<file path="config.mk">
export PLATFORM = sky130hd
export DESIGN_NAME = bios_keyboard_ring_buffer_unit
export DESIGN_NICKNAME = d
export VERILOG_FILES = /design/src/design/kbrb_pkg.sv /design/src/design/bios_keyboard_ring_buffer_unit.sv /design/src/design/kbrb_cfg_regs.sv
export SDC_FILE = /design/constraint.sdc
export NUM_CORES = 1
export LEC_CHECK = 0
export ABC_AREA = 1
export CAP_MARGIN = 20
export CORE_ASPECT_RATIO = 0.7
export CORE_MARGIN = 2
export CORE_UTILIZATION = 30
export CTS_CLUSTER_SIZE = 24
export DETAILED_ROUTE_END_ITERATION = 6
export DONT_BUFFER_PORTS = 1
export SETUP_SLACK_MARGIN = 0.4
export SLEW_MARGIN = 20
export SYNTH_ARGS = -nofsm -noshare
export SYNTH_HDL_FRONTEND = slang
export SYNTH_SLANG_ARGS = --single-unit
</file>
<file path="constraint.sdc">
create_clock -name i_clk -period 5.5 [get_ports i_clk]
set_input_delay 0.275 -clock i_clk [delete_from_list [all_inputs] [get_ports i_clk]]
set_output_delay 0.275 -clock i_clk [all_outputs]
set_load 0.03 [all_outputs]
</file>
<file path="src/design/kbrb_pkg.sv">
// ----------------------------------------------------------------------------
// kbrb_pkg
// Shared types, constants and slot arithmetic for the keyboard ring buffer.
// ----------------------------------------------------------------------------
package kbrb_pkg;

    localparam int SLOT_COUNT = 16;
    localparam int SLOT_W     = $clog2(SLOT_COUNT);
    localparam int START_W    = 4;
    localparam int END_W      = 5;
    localparam int ADDR_W     = 3;
    localparam int DATA_W     = 32;
    localparam int ENTRY_W    = 16;

    typedef enum logic [0:0] {
        REG_START = 1'b0,
        REG_END   = 1'b1
    } t_reg_idx;

    typedef enum logic [2:0] {
        ST_ADD_OK  = 3'd0,
        ST_FULL    = 3'd1,
        ST_REMOVED = 3'd2,
        ST_PEEKED  = 3'd3,
        ST_EMPTY   = 3'd4,
        ST_AL_ONLY = 3'd5,
        ST_NONE    = 3'd6
    } t_status;

    typedef enum logic [0:0] {
        REQ_ADD     = 1'b0,
        REQ_SERVICE = 1'b1
    } t_req;

    localparam logic [7:0] FN_READ      = 8'h00;
    localparam logic [7:0] FN_PEEK      = 8'h01;
    localparam logic [7:0] FN_SHIFTS    = 8'h02;
    localparam logic [7:0] FN_AL_ZERO   = 8'h09;
    localparam logic [7:0] FN_EXT_READ  = 8'h10;
    localparam logic [7:0] FN_EXT_PEEK  = 8'h11;

    typedef enum logic [0:0] {
        S_IDLE  = 1'b0,
        S_FETCH = 1'b1
    } t_state;

    typedef struct packed {
        logic [START_W-1:0] start_slot;
        logic [END_W-1:0]   end_slot;
    } t_cfg;

    function automatic logic [START_W-1:0] f_advance(
        input logic [START_W-1:0] slot,
        input t_cfg               cfg
    );
        logic [END_W-1:0] end_eff;
        logic [END_W-1:0] next;
        end_eff = (cfg.end_slot > END_W'(SLOT_COUNT)) ? END_W'(SLOT_COUNT) : cfg.end_slot;
        next    = {1'b0, slot} + END_W'(1);
        if (next >= end_eff) begin
            return cfg.start_slot;
        end
        return next[START_W-1:0];
    endfunction

endpackage

</file>
<file path="src/design/bios_keyboard_ring_buffer_unit.sv">
// ----------------------------------------------------------------------------
// bios_keyboard_ring_buffer_unit
// Keyboard ring buffer with a BIOS-style keyboard service request port.
// ----------------------------------------------------------------------------
//  channel | handshake                 | payload
//  --------+---------------------------+----------------------------------------
//  in      | i_in_valid / o_in_stall   | req_type, function_code, key, shifts
//  out     | o_out_valid / i_out_stall | status, reg_al, reg_ah, zero_flag
//  cfg     | psel/penable/pwrite/pready| start slot (0x0), end slot (0x4)
//
//  adds and non-key requests are answered straight from idle; removes and peeks that find a key
//  pass through the fetch state, for the registered read port of the key store
//  synchronous reset clears pointers and control and sets the config to slots 0 to 16; the store is not cleared
//  the input stalls while a key read is in flight or a result waits under stall
// ----------------------------------------------------------------------------
module bios_keyboard_ring_buffer_unit (
    input  logic                         i_clk,
    input  logic                         i_rst_n,
    input  logic                         i_in_valid,
    output logic                         o_in_stall,
    input  logic                         i_req_type,
    input  logic [7:0]                   i_function_code,
    input  logic [7:0]                   i_key_ascii,
    input  logic [7:0]                   i_key_scan,
    input  logic [7:0]                   i_shift_flags,
    output logic                         o_out_valid,
    input  logic                         i_out_stall,
    output logic [2:0]                   o_status,
    output logic [7:0]                   o_reg_al,
    output logic [7:0]                   o_reg_ah,
    output logic                         o_zero_flag,
    input  logic                         psel,
    input  logic                         penable,
    input  logic                         pwrite,
    input  logic [kbrb_pkg::ADDR_W-1:0]  paddr,
    input  logic [kbrb_pkg::DATA_W-1:0]  pwdata,
    output logic [kbrb_pkg::DATA_W-1:0]  prdata,
    output logic                         pready
);

    localparam int SW = kbrb_pkg::START_W;

    kbrb_pkg::t_cfg   w_cfg;
    kbrb_pkg::t_state r_state;
    kbrb_pkg::t_state n_state;

    logic [kbrb_pkg::ENTRY_W-1:0] r_mem [kbrb_pkg::SLOT_COUNT];
    logic [kbrb_pkg::ENTRY_W-1:0] r_rd_data;

    logic [SW-1:0] r_rd_slot;
    logic [SW-1:0] n_rd_slot;
    logic [SW-1:0] r_wr_slot;
    logic [SW-1:0] n_wr_slot;
    logic          r_peek;
    logic          n_peek;

    logic          r_out_valid;
    logic          n_out_valid;
    logic [2:0]    r_out_status;
    logic [2:0]    n_out_status;
    logic [7:0]    r_out_al;
    logic [7:0]    n_out_al;
    logic [7:0]    r_out_ah;
    logic [7:0]    n_out_ah;
    logic          r_out_zf;
    logic          n_out_zf;

    logic          w_accept;
    logic          w_out_take;
    logic          w_load;
    logic          w_mem_wr;
    logic          w_mem_rd;
    logic          w_is_key_fn;
    logic          w_is_peek;
    logic          w_full;
    logic          w_empty;
    logic [SW-1:0] w_wr_next;
    logic [SW-1:0] w_rd_next;

    kbrb_cfg_regs u_cfg (
        .i_clk   (i_clk),
        .i_rst_n (i_rst_n),
        .psel    (psel),
        .penable (penable),
        .pwrite  (pwrite),
        .paddr   (paddr),
        .pwdata  (pwdata),
        .prdata  (prdata),
        .pready  (pready),
        .o_cfg   (w_cfg)
    );

    assign w_out_take = r_out_valid && !i_out_stall;
    assign o_in_stall = (r_state != kbrb_pkg::S_IDLE) || (r_out_valid && i_out_stall);
    assign w_accept   = i_in_valid && !o_in_stall;

    assign w_wr_next   = kbrb_pkg::f_advance(r_wr_slot, w_cfg);
    assign w_rd_next   = kbrb_pkg::f_advance(r_rd_slot, w_cfg);
    assign w_full      = (w_wr_next == r_rd_slot);
    assign w_empty     = (r_rd_slot == r_wr_slot);
    assign w_is_key_fn = i_function_code inside {kbrb_pkg::FN_READ, kbrb_pkg::FN_EXT_READ,
                                                 kbrb_pkg::FN_PEEK, kbrb_pkg::FN_EXT_PEEK};
    assign w_is_peek   = i_function_code inside {kbrb_pkg::FN_PEEK, kbrb_pkg::FN_EXT_PEEK};

    // next state
    always_comb begin
        n_state = r_state;
        case (r_state)
            kbrb_pkg::S_IDLE: begin
                if (w_accept && i_req_type == kbrb_pkg::REQ_SERVICE && w_is_key_fn && !w_empty) begin
                    n_state = kbrb_pkg::S_FETCH;
                end
            end
            kbrb_pkg::S_FETCH: n_state = kbrb_pkg::S_IDLE;
            default:           n_state = kbrb_pkg::S_IDLE;
        endcase
    end

    // datapath and result
    always_comb begin
        n_rd_slot    = r_rd_slot;
        n_wr_slot    = r_wr_slot;
        n_peek       = r_peek;
        n_out_status = r_out_status;
        n_out_al     = r_out_al;
        n_out_ah     = r_out_ah;
        n_out_zf     = r_out_zf;
        w_load       = 1'b0;
        w_mem_wr     = 1'b0;
        w_mem_rd     = 1'b0;
        case (r_state)
            kbrb_pkg::S_IDLE: begin
                if (w_accept) begin
                    n_out_al = 8'h00;
                    n_out_ah = 8'h00;
                    n_out_zf = 1'b0;
                    if (i_req_type == kbrb_pkg::REQ_ADD) begin
                        w_load = 1'b1;
                        if (w_full) begin
                            n_out_status = kbrb_pkg::ST_FULL;
                        end else begin
                            w_mem_wr     = 1'b1;
                            n_wr_slot    = w_wr_next;
                            n_out_status = kbrb_pkg::ST_ADD_OK;
                        end
                    end else if (w_is_key_fn) begin
                        if (w_empty) begin
                            w_load       = 1'b1;
                            n_out_status = kbrb_pkg::ST_EMPTY;
                            n_out_zf     = w_is_peek;
                        end else begin
                            w_mem_rd = 1'b1;
                            n_peek   = w_is_peek;
                            if (!w_is_peek) begin
                                n_rd_slot = w_rd_next;
                            end
                        end
                    end else if (i_function_code == kbrb_pkg::FN_SHIFTS) begin
                        w_load       = 1'b1;
                        n_out_status = kbrb_pkg::ST_AL_ONLY;
                        n_out_al     = i_shift_flags;
                    end else if (i_function_code == kbrb_pkg::FN_AL_ZERO) begin
                        w_load       = 1'b1;
                        n_out_status = kbrb_pkg::ST_AL_ONLY;
                    end else begin
                        w_load       = 1'b1;
                        n_out_status = kbrb_pkg::ST_NONE;
                    end
                end
            end
            kbrb_pkg::S_FETCH: begin
                w_load       = 1'b1;
                n_out_status = r_peek ? kbrb_pkg::ST_PEEKED : kbrb_pkg::ST_REMOVED;
                n_out_al     = r_rd_data[7:0];
                n_out_ah     = r_rd_data[15:8];
                n_out_zf     = 1'b0;
            end
            default: begin
                w_load = 1'b0;
            end
        endcase
        n_out_valid = w_load || (r_out_valid && !w_out_take);
    end

    // key store, scan byte high and ascii byte low
    always_ff @(posedge i_clk) begin
        if (w_mem_wr) begin
            r_mem[r_wr_slot[kbrb_pkg::SLOT_W-1:0]] <= {i_key_scan, i_key_ascii};
        end
        if (w_mem_rd) begin
            r_rd_data <= r_mem[r_rd_slot[kbrb_pkg::SLOT_W-1:0]];
        end
    end

    always_ff @(posedge i_clk) begin
        if (!i_rst_n) begin
            r_state     <= kbrb_pkg::S_IDLE;
            r_rd_slot   <= '0;
            r_wr_slot   <= '0;
            r_out_valid <= 1'b0;
        end else begin
            r_state     <= n_state;
            r_rd_slot   <= n_rd_slot;
            r_wr_slot   <= n_wr_slot;
            r_out_valid <= n_out_valid;
        end
    end

    always_ff @(posedge i_clk) begin
        r_peek       <= n_peek;
        r_out_status <= n_out_status;
        r_out_al     <= n_out_al;
        r_out_ah     <= n_out_ah;
        r_out_zf     <= n_out_zf;
    end

    assign o_out_valid = r_out_valid;
    assign o_status    = r_out_status;
    assign o_reg_al    = r_out_al;
    assign o_reg_ah    = r_out_ah;
    assign o_zero_flag = r_out_zf;

    a_fetch_out_free: assert property (@(posedge i_clk) disable iff (!i_rst_n)
        (r_state == kbrb_pkg::S_FETCH) |-> !r_out_valid)
        else $error("result register busy during key fetch");

    a_fetch_delivers: assert property (@(posedge i_clk) disable iff (!i_rst_n)
        (r_state == kbrb_pkg::S_FETCH) |=> (r_out_valid && r_state == kbrb_pkg::S_IDLE))
        else $error("key fetch did not produce a result");

    a_request_answered: assert property (@(posedge i_clk) disable iff (!i_rst_n)
        w_accept |=> (r_out_valid || r_state == kbrb_pkg::S_FETCH))
        else $error("accepted request produced nothing");

    a_zf_only_empty: assert property (@(posedge i_clk) disable iff (!i_rst_n)
        (r_out_valid && r_out_zf) |-> (r_out_status == kbrb_pkg::ST_EMPTY))
        else $error("zero flag set outside an empty peek");

    a_no_write_when_full: assert property (@(posedge i_clk) disable iff (!i_rst_n)
        w_mem_wr |-> (w_wr_next != r_rd_slot))
        else $error("key written into a full buffer");

endmodule

</file>
<file path="src/design/kbrb_cfg_regs.sv">
// ----------------------------------------------------------------------------
// kbrb_cfg_regs
// APB register file holding the ring region start and end slots.
// ----------------------------------------------------------------------------
module kbrb_cfg_regs (
    input  logic                         i_clk,
    input  logic                         i_rst_n,
    input  logic                         psel,
    input  logic                         penable,
    input  logic                         pwrite,
    input  logic [kbrb_pkg::ADDR_W-1:0]  paddr,
    input  logic [kbrb_pkg::DATA_W-1:0]  pwdata,
    output logic [kbrb_pkg::DATA_W-1:0]  prdata,
    output logic                         pready,
    output kbrb_pkg::t_cfg               o_cfg
);

    kbrb_pkg::t_cfg   r_cfg;
    kbrb_pkg::t_cfg   n_cfg;
    kbrb_pkg::t_reg_idx w_idx;
    logic             w_wr;

    assign pready = 1'b1;
    assign w_idx  = kbrb_pkg::t_reg_idx'(paddr[2]);
    assign w_wr   = psel && penable && pwrite;

    always_comb begin
        n_cfg = r_cfg;
        if (w_wr) begin
            case (w_idx)
                kbrb_pkg::REG_START: n_cfg.start_slot = pwdata[kbrb_pkg::START_W-1:0];
                kbrb_pkg::REG_END:   n_cfg.end_slot   = pwdata[kbrb_pkg::END_W-1:0];
                default:             n_cfg = r_cfg;
            endcase
        end
    end

    always_ff @(posedge i_clk) begin
        if (!i_rst_n) begin
            r_cfg.start_slot <= '0;
            r_cfg.end_slot   <= kbrb_pkg::END_W'(kbrb_pkg::SLOT_COUNT);
        end else begin
            r_cfg <= n_cfg;
        end
    end

    always_comb begin
        case (w_idx)
            kbrb_pkg::REG_START:
                prdata = {{(kbrb_pkg::DATA_W-kbrb_pkg::START_W){1'b0}}, r_cfg.start_slot};
            kbrb_pkg::REG_END:
                prdata = {{(kbrb_pkg::DATA_W-kbrb_pkg::END_W){1'b0}}, r_cfg.end_slot};
            default:
                prdata = '0;
        endcase
    end

    assign o_cfg = r_cfg;

endmodule

</file>
# Word level (Yosys, flattened, before mapping)
# Memory sizes are Yosys's and may differ from the RTL's. A register that Yosys moved wholly into a read port is not among the register bits.
# Index checks and enable logic that the tools add are counted.
# word_totals
ff_bits	40
mem_bits_rw	256
output_inout_bits	55
word_cells	103
n_memories	1
# mem_list
memory	words	width	read_ports	rd_clocked_by_memory_dff	wr	line_no	text
r_mem	16	16	1	1	1	bios_keyboard_ring_buffer_unit.sv:47	logic [kbrb_pkg::ENTRY_W-1:0] r_mem [kbrb_pkg::SLOT_COUNT];
# classes
add_sub_neg	2
order_cmp	3
n_eq_ne	9
mux	47
bitwise_logic	6
n_reduce_logical	24
# ops
cell	n
$pmux W32 S2	1
$mux W8	5
$pmux W8 S2	2
$mux W1	24
$eq A8 B5 Y1 const B	2
$mux W4	4
$mux W3	4
$add A4 B1 Y5 const B	2
$ge A5 B5 Y1	2
$logic_and A1 B1 Y1	9
$eq A4 B4 Y1	2
$eq A8 B1 Y1 const B	1
$eq A8 B2 Y1 const B	1
$eq A8 B4 Y1 const B	1
$logic_not A8 Y1	1
$not A1 Y1	6
$pmux W1 S2	3
$pmux W3 S2	1
$reduce_and A2 Y1	3
$reduce_and A6 Y1	1
$gt A5 B5 Y1 const B	1
$mux W5	1
$reduce_and A5 Y1	1
$logic_not A1 Y1	4
7 further kinds	9

# Longest topological paths before layout
# logic_depth
word_depth	12
ltp_mapped	21
mapped_depth_nobuf	20

# Hierarchy
# Synthesis repeated with hierarchy kept, for this count alone.
# hier_totals
cells_unflattened	1075
area_unflattened_um2	13126.3
# modules_own_cells
module	instances	cells_per_inst	area_each_um2
bios_keyboard_ring_buffer_unit	1	974	12453.2
kbrb_cfg_regs	1	101	673.1

# Worst setup path after synthesis
# No wires, ideal clock.
# synth_path
path_type	flip-flop to flip-flop
start	register u_cfg.r_cfg, in the netlist u_cfg.o_cfg[0]
end	memory r_mem[0][0] (netlist bit), enable pin
setup_ps	409
arrival_time_ps	3291
setup_slack_ps	1800
path_stages_with_launch	17
path_buffers	1
period_less_slack_ps	3700
path_cell_list	dfxtp_1 -> o41ai_1 -> nand2_1 -> ha_1 -> nand2_2 -> nor2_4 -> nand2_4 -> nand3_4 -> nand2_1 -> nand3_1 -> nand2_1 -> nand2_1 -> inv_2 -> nand2_2 -> nand3_4 -> buf_8 -> nor3_1
# synth_via
elab_chain_len	12
# synth_rtl
element	line_no	text
start: declaration	kbrb_cfg_regs.sv:18	kbrb_pkg::t_cfg r_cfg;
start signal: assignment	kbrb_cfg_regs.sv:43	r_cfg <= n_cfg;
$gt A5 B5 Y1	kbrb_pkg.sv:58	end_eff = (cfg.end_slot > END_W'(SLOT_COUNT)) ? END_W'(SLOT_COUNT) : cfg.end_slot;
$mux W5 *	kbrb_pkg.sv:58	
$ge A5 B5 Y1 *	kbrb_pkg.sv:60	if (next >= end_eff) begin
$mux W1 *	kbrb_pkg.sv:60	
$mux W4 *	kbrb_pkg.sv:63	return next[START_W-1:0];
$eq A4 B4 Y1 *	bios_keyboard_ring_buffer_unit.sv:99	assign w_full = (w_wr_next == r_rd_slot);
$mux W1 *	bios_keyboard_ring_buffer_unit.sv:139	if (w_full) begin
$mux W1 *	bios_keyboard_ring_buffer_unit.sv:137	if (i_req_type == kbrb_pkg::REQ_ADD) begin
$mux W1 *	bios_keyboard_ring_buffer_unit.sv:133	if (w_accept) begin
$mux W1 *	bios_keyboard_ring_buffer_unit.sv:131	case (r_state)
$mux W1 *	bios_keyboard_ring_buffer_unit.sv:187	if (w_mem_wr) begin
$mux W1 (implied by the code) *	bios_keyboard_ring_buffer_unit.sv:188	r_mem[r_wr_slot[kbrb_pkg::SLOT_W-1:0]] <= {i_key_scan, i_key_ascii};
end: declaration	bios_keyboard_ring_buffer_unit.sv:47	
# Mark *: on every way between the ends. The rest lies on a longest branch, timed or not.

# Final worst setup path
# layout_path
start	register r_wr_slot[0]
end	memory r_mem[1][14] (netlist bit), enable pin
# layout_via
elab_chain_len	11
# layout_rtl
element	line_no	text
start: declaration	bios_keyboard_ring_buffer_unit.sv:52	logic [SW-1:0] r_wr_slot;
start signal: assignment	bios_keyboard_ring_buffer_unit.sv:204	r_wr_slot <= n_wr_slot;
$add A4 B1 Y5	kbrb_pkg.sv:59	next = {1'b0, slot} + END_W'(1);
$ge A5 B5 Y1	kbrb_pkg.sv:60	
$mux W1	kbrb_pkg.sv:60	
$mux W4	kbrb_pkg.sv:63	
$eq A4 B4 Y1	bios_keyboard_ring_buffer_unit.sv:99	
$mux W1	bios_keyboard_ring_buffer_unit.sv:139	
$mux W1	bios_keyboard_ring_buffer_unit.sv:137	
$mux W1	bios_keyboard_ring_buffer_unit.sv:133	
$mux W1	bios_keyboard_ring_buffer_unit.sv:131	
$mux W1	bios_keyboard_ring_buffer_unit.sv:187	
$mux W1 (implied by the code)	bios_keyboard_ring_buffer_unit.sv:188	
# Parallel ways exist; a longest one is shown, timed or not.

==> flow_summary.json <==
{
  "grt_max_degree": 109,
  "detail_route.iter0.violations": 914,
  "combPwrFrac_pct": 4.4,
  "start_util_pct": 30.2,
  "path_class": "register to register",
  "fin_tns_setup_ns": 0,
  "grt_first_pass_wirelength_um": 48300,
  "hold_viol": 0,
  "post-route-period-util_pct": 77.2,
  "postLayoutCellArea_mm2": 0.0151,
  "whs_ns": 0.0349,
  "grt.overflow.total": 0,
  "cp_data_arrival_time_ns": 4.49,
  "final_util_pct": 34.8,
  "worst_skew_pair.late_latency_ns": 0.56,
  "firstDrtPassIters": 5,
  "antenna_found_initial": 2,
  "path_clk_slew_ns": 0.07,
  "finClkSkew_ns": 0.00925,
  "pwr-share-clk_pct": 41.7,
  "rows": 64,
  "place_area_mm2": 0.0137,
  "viasPerCell": 4.92,
  "cap_violations": 0,
  "core-area_mm2": 0.0434,
  "slew_headroom_pct": 31.2,
  "r2r_cells": 18,
  "drv_slew": 0,
  "cts_buffer_depth": 3,
  "pwr-share-seq_pct": 53.9,
  "synth_top_area_cell": "edfxtp_1",
  "cp.required_ns": 5.74,
  "die_x_um": 254,
  "grt_util_all_layers_pct": 14.1,
  "ys_seq_elements": 312,
  "setup_viol_count_final": 0,
  "yosysWarnings": 0,
  "syn_inst": 1058,
  "gp_congestion": 0.832,
  "cts_buffers": 29,
  "cellLeakagePower_nw": 5.13,
  "max_freq_mhz": 235,
  "clk_root_buffer_cell": "clkbuf_16",
  "synth_edf_count": 293,
  "totalWireLength_um": 32500,
  "dieArea_mm2": 0.0454,
  "remaining_drc_errors": 0,
  "synth_cell_types": 40,
  "cp_max_fo": 23,
  "die_height_um": 179,
  "netlist_area_mm2": 0.0131,
  "final_nets": 1179,
  "regArea_mm2": 0.00919,
  "peakVddDrop_v": 0.000189,
  "io_buffers": 0,
  "wl_per_cell_um": 19.1,
  "synthTopCellsByArea": "edfxtp_1 (67%), o21ai_0 (4.7%), nor2_1 (4.3%)",
  "synth-async-reset-ratio_pct": 0,
  "num_vias": 8392,
  "min_path_cells": 3,
  "synth-main-ff-cell": "edfxtp_1",
  "synth_top_area_share_pct": 67.2,
  "syn_area_per_cell_um2": 12.4,
  "status": "finished clean",
  "cts_max_level": 1,
  "layout-drive-gt1-share_pct": 10.9,
  "n_fill_cell": 4245,
  "area_growth_pct": 15.2,
  "worstMarginPinSlew_ns": 1.03,
  "endpoint_kind": "register",
  "multi_input_area_mm2": 0.00340,
  "cts_tree": "yes",
  "powerDensity_mw_per_mm2": 327,
  "ios": 130,
  "hold_class": "input pin to register",
  "power.total_w": 0.00494,
  "antenna_left": 0,
  "grt_setup_unrepaired": "false",
  "grt_pass1_vias": 7703,
  "finalCriticalPeriod_ns": 4.25,
  "ys_seq_area_share_pct": 70.1,
  "internal_power_w": 0.00388,
  "switchingPower_w": 0.00106,
  "dp_hpwl_um": 18800,
  "worstSetupStartpointType": "register",
  "cts.sinks": 312,
  "p_sw_share_pct": 21.5
}
-- critical path: stages (launching register included) --
cell	delay, ns
dfxtp_1	0.45
ha_1	0.28
inv_1	0.22
nand2_1	0.09
nand2_1	0.11
inv_2	0.06
ha_1	0.31
nand2_1	0.07
nand2_1	0.08
a21oi_2	0.22
nand3_1	0.12
nand3_1	0.11
nand2_1	0.05
nand2_1	0.09
inv_2	0.05
nand2_2	0.08
nand3_4	0.29
nor3_2	0.87
buf_4	0.38
-- cells in the mapped netlist (all sizes together), types with 18 or more instances --
library cell / n
buf: 47
clkbuf: 43
dfxtp: 19
edfxtp: 293
inv: 56
nand2: 99
nand3: 36
nor2: 155
nor3: 18
o211ai: 20
o21ai: 143
o221ai: 47
-- cell usage in the layout, fill, tap and decap left out, drive strengths merged --
cell type and instances:
edfxtp 293, nor2 155, o21ai 143, nand2 99, inv 55, o221ai 47
dlygate4sd3 36, nand3 36, clkbuf 32, conb 28, buf 28, o211ai 20
dfxtp 19, nor3 18, clkinv 18, o22ai 17, ha 15, a21oi 15
nand4 11, a32o 8, bufinv 5, xnor2 4, diode 2, xor2 2
nor4 2, or2 1, o41ai 1, and3 1, o21a 1, a211oi 1
-- final timing paths --
kind | start | to | slack (ns)
min | paddr[2] | u_cfg.o_cfg[7] | 0.03
max reg2reg | r_wr_slot[0] | r_mem[1][14] | 1.25
max | r_wr_slot[0] | r_mem[1][14] | 1.25
min reg2reg | u_cfg.o_cfg[0] | u_cfg.o_cfg[0] | 0.49
-- kinds of logic after synthesis --
family	synth area share (%)
AND/OR/NAND/NOR	10.7
flip-flops	70.1
XOR/XNOR	0.401
AO/OA/AOI/OAI	12.0
adder cells (fa/ha/maj)	1.43
other	0.0573
buffers and inverters	5.35
-- power groups by stage --
stage / registers, W / clock network, W / logic (W)
2_1_floorplan: 0.00271 / 0 / 0.000150
3_5_place_dp: 0.00271 / 0 / 0.000170
6_report: 0.00266 / 0.00206 / 0.000219
4_1_cts: 0.00266 / 0.00209 / 0.000219
5_1_grt: 0.00266 / 0.00218 / 0.000241
3_3_place_gp: 0.00271 / 0 / 0.000167
-- flip-flops by register name (all words and copies together), names as in the netlist, 3 cells and up --
register and cells:
o_status 3, o_reg_ah 8, r_mem 256, r_wr_slot 4, u_cfg.o_cfg 9, o_reg_al 8
r_rd_data 16, r_rd_slot 4
-- per-stage QoR --
stage / setup WS, ns / std cells
after floorplan: 1.80 / 1084
after global placement: 1.39 / 1615
after detailed placement: 1.33 / 1615
after CTS: 1.31 / 1704
after global routing: 1.02 / 1706
final: 1.25 / 1707
-- metal layers --
metal	vias up	global-route usage [%]	routed length (um)
met5	-	0	0
met4	0	3.19	612
met3	42	2.42	2290
met2	288	21.6	14500
met1	4170	20.9	15100
li1	3892	-	-
-- area by class of cell --
cell class / instances / area share [%]
diodes: 2 / 0.0332
clock buffers: 32 / 4.88
clock inverters: 21 / 1.48
inverters: 57 / 1.43
multi-input cells: 625 / 22.5
flip-flops and latches: 312 / 60.8
well taps: 594 / 4.92
repair buffers: 64 / 3.91
-- what timing repair did --
item,CTS,global route
gates resized for setup,0,0
hold buffers,36,0
buffers inserted,0,0
endpoints found under the hold margin,282,0
No activity file was read; power rests on OpenSTA's default activity.
